[src/lob_pkg.sv]
// ----------------------------------------------------------------------------
// lob_pkg
// Shared types and constants for the price-level book update core.
// ----------------------------------------------------------------------------
`default_nettype none
package lob_pkg;

	localparam logic SIDE_BID = 1'b0;
	localparam logic SIDE_ASK = 1'b1;

	typedef struct packed {
		logic        side;
		logic [31:0] limit_price;
		logic [31:0] quantity;
	} quote_t;

	typedef struct packed {
		logic [31:0] filled_qty;
		logic [31:0] rest_qty;
		logic        status;
		logic [31:0] best_bid_price;
		logic        best_bid_valid;
		logic [31:0] best_ask_price;
		logic        best_ask_valid;
	} result_t;

	// operation on one side's level table
	typedef struct packed {
		logic        pop;
		logic        dec;
		logic        set;
		logic [31:0] price;
		logic [31:0] qty;
	} lvl_cmd_t;

	// controller to datapath
	typedef struct packed {
		logic load;
		logic match;
		logic set;
		logic emit;
	} ctrl_cmd_t;

	// datapath to controller
	typedef struct packed {
		logic can_match;
	} dp_stat_t;

endpackage
`default_nettype wire

[src/lob_ctrl.sv]
// ----------------------------------------------------------------------------
// lob_ctrl
// Controller: match crossing levels one per cycle, set own level, emit.
// ----------------------------------------------------------------------------
`default_nettype none
module lob_ctrl (
	input  wire logic              clk,
	input  wire logic              arst_n,
	input  wire logic              start,
	input  wire lob_pkg::dp_stat_t stat,
	output lob_pkg::ctrl_cmd_t     cmd,
	output logic                   busy,
	output logic                   done
);

	localparam logic [1:0] ST_IDLE  = 2'd0;
	localparam logic [1:0] ST_MATCH = 2'd1;
	localparam logic [1:0] ST_SET   = 2'd2;
	localparam logic [1:0] ST_EMIT  = 2'd3;

	logic [1:0] state_q, state_d;

	assign busy = (state_q == ST_MATCH) || (state_q == ST_SET);
	assign done = (state_q == ST_EMIT);

	// decode commands and next state
	always_comb begin
		cmd     = '0;
		state_d = state_q;
		unique case (state_q)
			ST_IDLE, ST_EMIT: begin
				cmd.emit = (state_q == ST_EMIT);
				if (start) begin
					cmd.load = 1'b1;
					state_d  = ST_MATCH;
				end else begin
					state_d  = ST_IDLE;
				end
			end
			ST_MATCH: begin
				if (stat.can_match) begin
					cmd.match = 1'b1;
				end else begin
					state_d = ST_SET;
				end
			end
			ST_SET: begin
				cmd.set = 1'b1;
				state_d = ST_EMIT;
			end
			default: state_d = ST_IDLE;
		endcase
	end

	// advance state
	always_ff @(posedge clk or negedge arst_n) begin
		if (!arst_n) begin
			state_q <= ST_IDLE;
		end else begin
			state_q <= state_d;
		end
	end

	a_emit_after_set: assert property (@(posedge clk) disable iff (!arst_n)
		done |-> $past(state_q) == ST_SET) else $error("emit without set");
	a_load_when_free: assert property (@(posedge clk) disable iff (!arst_n)
		cmd.load |-> !busy) else $error("load while busy");
	a_one_op: assert property (@(posedge clk) disable iff (!arst_n)
		!(cmd.match && cmd.set)) else $error("match and set together");

endmodule
`default_nettype wire

[config.mk]
export PLATFORM = sky130hd
export DESIGN_NAME = lob_ctrl
export DESIGN_NICKNAME = d
export VERILOG_FILES = /design/src/lob_pkg.sv /design/src/lob_ctrl.sv
export SDC_FILE = /design/constraint.sdc
export NUM_CORES = 1
export LEC_CHECK = 0
export BUFFER_PORTS_ARGS = -buffer_cell sky130_fd_sc_hd__buf_2
export CAP_MARGIN = 20
export CORE_AREA = 2 2 39 41
export DETAILED_ROUTE_END_ITERATION = 10
export DIE_AREA = 0 0 41 43
export PLACE_DENSITY = 0.41
export SLEW_MARGIN = 5
export SYNTH_ARGS = -nofsm -noshare
export SYNTH_HDL_FRONTEND = slang
export SYNTH_SLANG_ARGS = --single-unit
[constraint.sdc]
create_clock -name clk -period 2.3 [get_ports clk]
set_clock_uncertainty 0.15 [all_clocks]
set_input_delay 0.115 -clock clk [delete_from_list [all_inputs] [get_ports clk]]
set_output_delay 0.115 -clock clk [all_outputs]
set_load 0.01 [all_outputs]
==> flow_summary.yaml <==
clock_network:
  cts_hold_buf: 1
  clock-sinks: 2
  cts_root_buffer: "clkbuf_4"
  clk_pin_slew_ns: 0.03
  clock_latency_ns: 0.23
  cts_buffers: 3
  cts_tree: "built"
  clock_path_buffers: 2
  ctsHtreeMaxLevel: 1
  cts_setup_buffers: 0
  cts_resized: 0
synthesis:
  syn_inst: 16
  ys_seq_elements: 2
  ys_types: 8
  yosys.area.top_type_share_pct: 33.6
  synth_top_area_cell: "dfrtp_1"
  ys_warn_count: 0
  synth_nets: 23
  syn_area_per_cell_sq_um: 9.31
  synth_area_sq_um: 149
  yosysSeqAreaShare_pct: 33.6
  synth_area_leaders: "dfrtp_1 34%, ha_1 25%, and2_1 8.4%"
critical_path:
  cp_cell_sequence: "inv_1 > ha_1 > and2_1 > buf_2"
  end_kind: "output port"
  crit_path_top_delay_cell: "dfrtp_1"
  crit_type: "reg2out"
  cpLargestDelayFamily: "flip-flops"
  setup.worst_path.start_class: "flip-flop"
  arrival_ns: 1.31
  path_buf_inv: 2
  r2r_slack_ns: 0.99
  crit_path_max_incr_delay_ns: 0.38
  crit_fanout: 4
  cp_data_required_time_ns: 2.04
drt:
  first_pass_iters: 2
  ant_nets: 0
  drt-met1-wl_um: 186
  vias: 147
  wirelength_um: 354
  drc_errors: 0
  met2WireLength_um: 94
  top_layer: "met3"
  drtIter0Drc: 4
  viasPerCell: 3.34
  wl_per_cell_um: 8.05
  dr_wl_met3_um: 73
cells_and_area:
  largestRegisters: "state_q: 2 flops"
  final_cell_area_sq_um: 239
  area_growth_pct: 60.5
  num_antenna_cells: 0
  drive_gt1_share_pct: 42.9
  finalNetCount: 37
  largest_reg_flops: 2
  final_common_cell: "buf_2"
  mostFrequentLayoutCells: "9 x buf_2, 3 x inv_1, 3 x ha_1, 3 x clkbuf_4"
  regMostFlops: "state_q"
place:
  place_area_sq_um: 206
  gp_congestion: 0.613
  port_buffers: 9
run_status:
  outcome: "complete, no violations"
sta:
  setup_tns_ns: 0
  period_minus_slack_ns: 1.57
  drv_slew: 0
  finalCritPeriodShare_pct: 68.3
  relSlewSlack_pct: 92.2
  fmax_ghz: 0.636
  rsz0062_at_grt: "no"
  hold_violations: 0
  finalSetupViolCount: 0
  worstMarginPinSlew_ns: 0.114
global_route:
  grt_usage_pct: 5.52
  grt_pass1_vias: 145
  antenna_found_initial: 0
  grt-ovfl-total: 0
  grt_pass1_wl_um: 572
  grt_max_degree: 5
power_and_ir_drop:
  p_sw_share_pct: 41.5
  combPwrFrac_pct: 56.9
  p_switching_mw: 0.147
  p_clk_share_pct: 22.0
  power.leakage_nw: 0.136
  seqPwrFrac_pct: 21.1
  vdd_drop_max_mv: 0.641
  power.internal_mw: 0.207
  power_density_nw_per_um2: 1480
floorplanning:
  die_width_um: 41
  ioPinCount: 10
  rows: 14
  dieArea_sq_um: 1760
  start_util_pct: 10.8
  core_area_sq_um: 1380
  die_h_um: 43
worst_hold_path:
  min_path_type: "in2reg"
flow_run:
  maxCapViolCount: 0
-- power by group through the flow --
stage	logic, mW	clock network [mW]	registers [mW]
6_report	0.202	0.0779	0.0746
3_5_place_dp	0.203	0	0.0756
4_1_cts	0.206	0.0821	0.0752
2_1_floorplan	0.146	0	0.0700
5_1_grt	0.230	0.0876	0.0770
3_3_place_gp	0.202	0	0.0754
-- path summary, 6_finish.rpt --
check / startpoint / to / cells past startpoint
max in group asynchronous: arst_n / state_q[1] / 2
worst min-delay path: stat / state_q[0] / 3
min in group asynchronous: arst_n / state_q[0] / 2
worst max register to register: state_q[0] / state_q[0] / 4
worst max-delay path: state_q[0] / cmd[3] / 4
worst min register to register: state_q[0] / state_q[0] / 2
-- logic make-up (layout without fill, tap and decap cells) --
group | after synthesis | count (layout) | synth area share, %
buffers and inverters | 4 | 16 | 12.6
AOI/OAI and AO/OA | 2 | 2 | 6.72
and+or+nand+nor | 4 | 4 | 15.1
adders and majority gates | 3 | 3 | 25.2
muxes | 1 | 1 | 6.72
DFF | 2 | 2 | 33.6
-- routing by layer --
metal  global-route usage [%]  vias up
li1                         -       77
met1                     7.69       57
met2                     4.06       13
met3                     6.28        0
met4                     4.00        0
met5                        0        -
-- per-stage QoR --
step / power [mW] / worst slack [ns] / util [%] / std cells / hold slack, ns
after CTS: 0.363 / 0.708 / 17.3 / 44 / 0.0127
after global placement: 0.277 / 0.950 / 14.9 / 40 / -0.244
after floorplan: 0.216 / 1.05 / - / 16 / -0.331
final: 0.354 / 0.728 / 17.3 / 44 / 0.0145
after detailed placement: 0.278 / 0.953 / 14.9 / 40 / -0.247
after global routing: 0.395 / 0.635 / 17.3 / 44 / 0.0201
-- Yosys cell counts --
library cell,number
mux2i_1,1
and2_1,2
o21ai_1,2
buf_4,1
ha_1,3
nand3_1,2
inv_1,3
dfrtp_1,2
-- area by class of cell --
class                      count  area, sq um
clock buffer                   3         22.5
fill                         163         1140
inverter                       3         11.3
multi-input combinational     10         80.1
sequential                     2         50.0
tap                           16         20.0
timing repair buffer          10         55.1
-- tightest hold or removal path, delay by kind of cell --
| family | cells | cell delay [ns] |
|---|---|---|
| AOI/OAI and AO/OA | 1 | 0.07 |
| buffers and inverters | 1 | 0.09 |
| and+or+nand+nor | 1 | 0.07 |
Note: power is estimated with default switching activity, not from simulation.
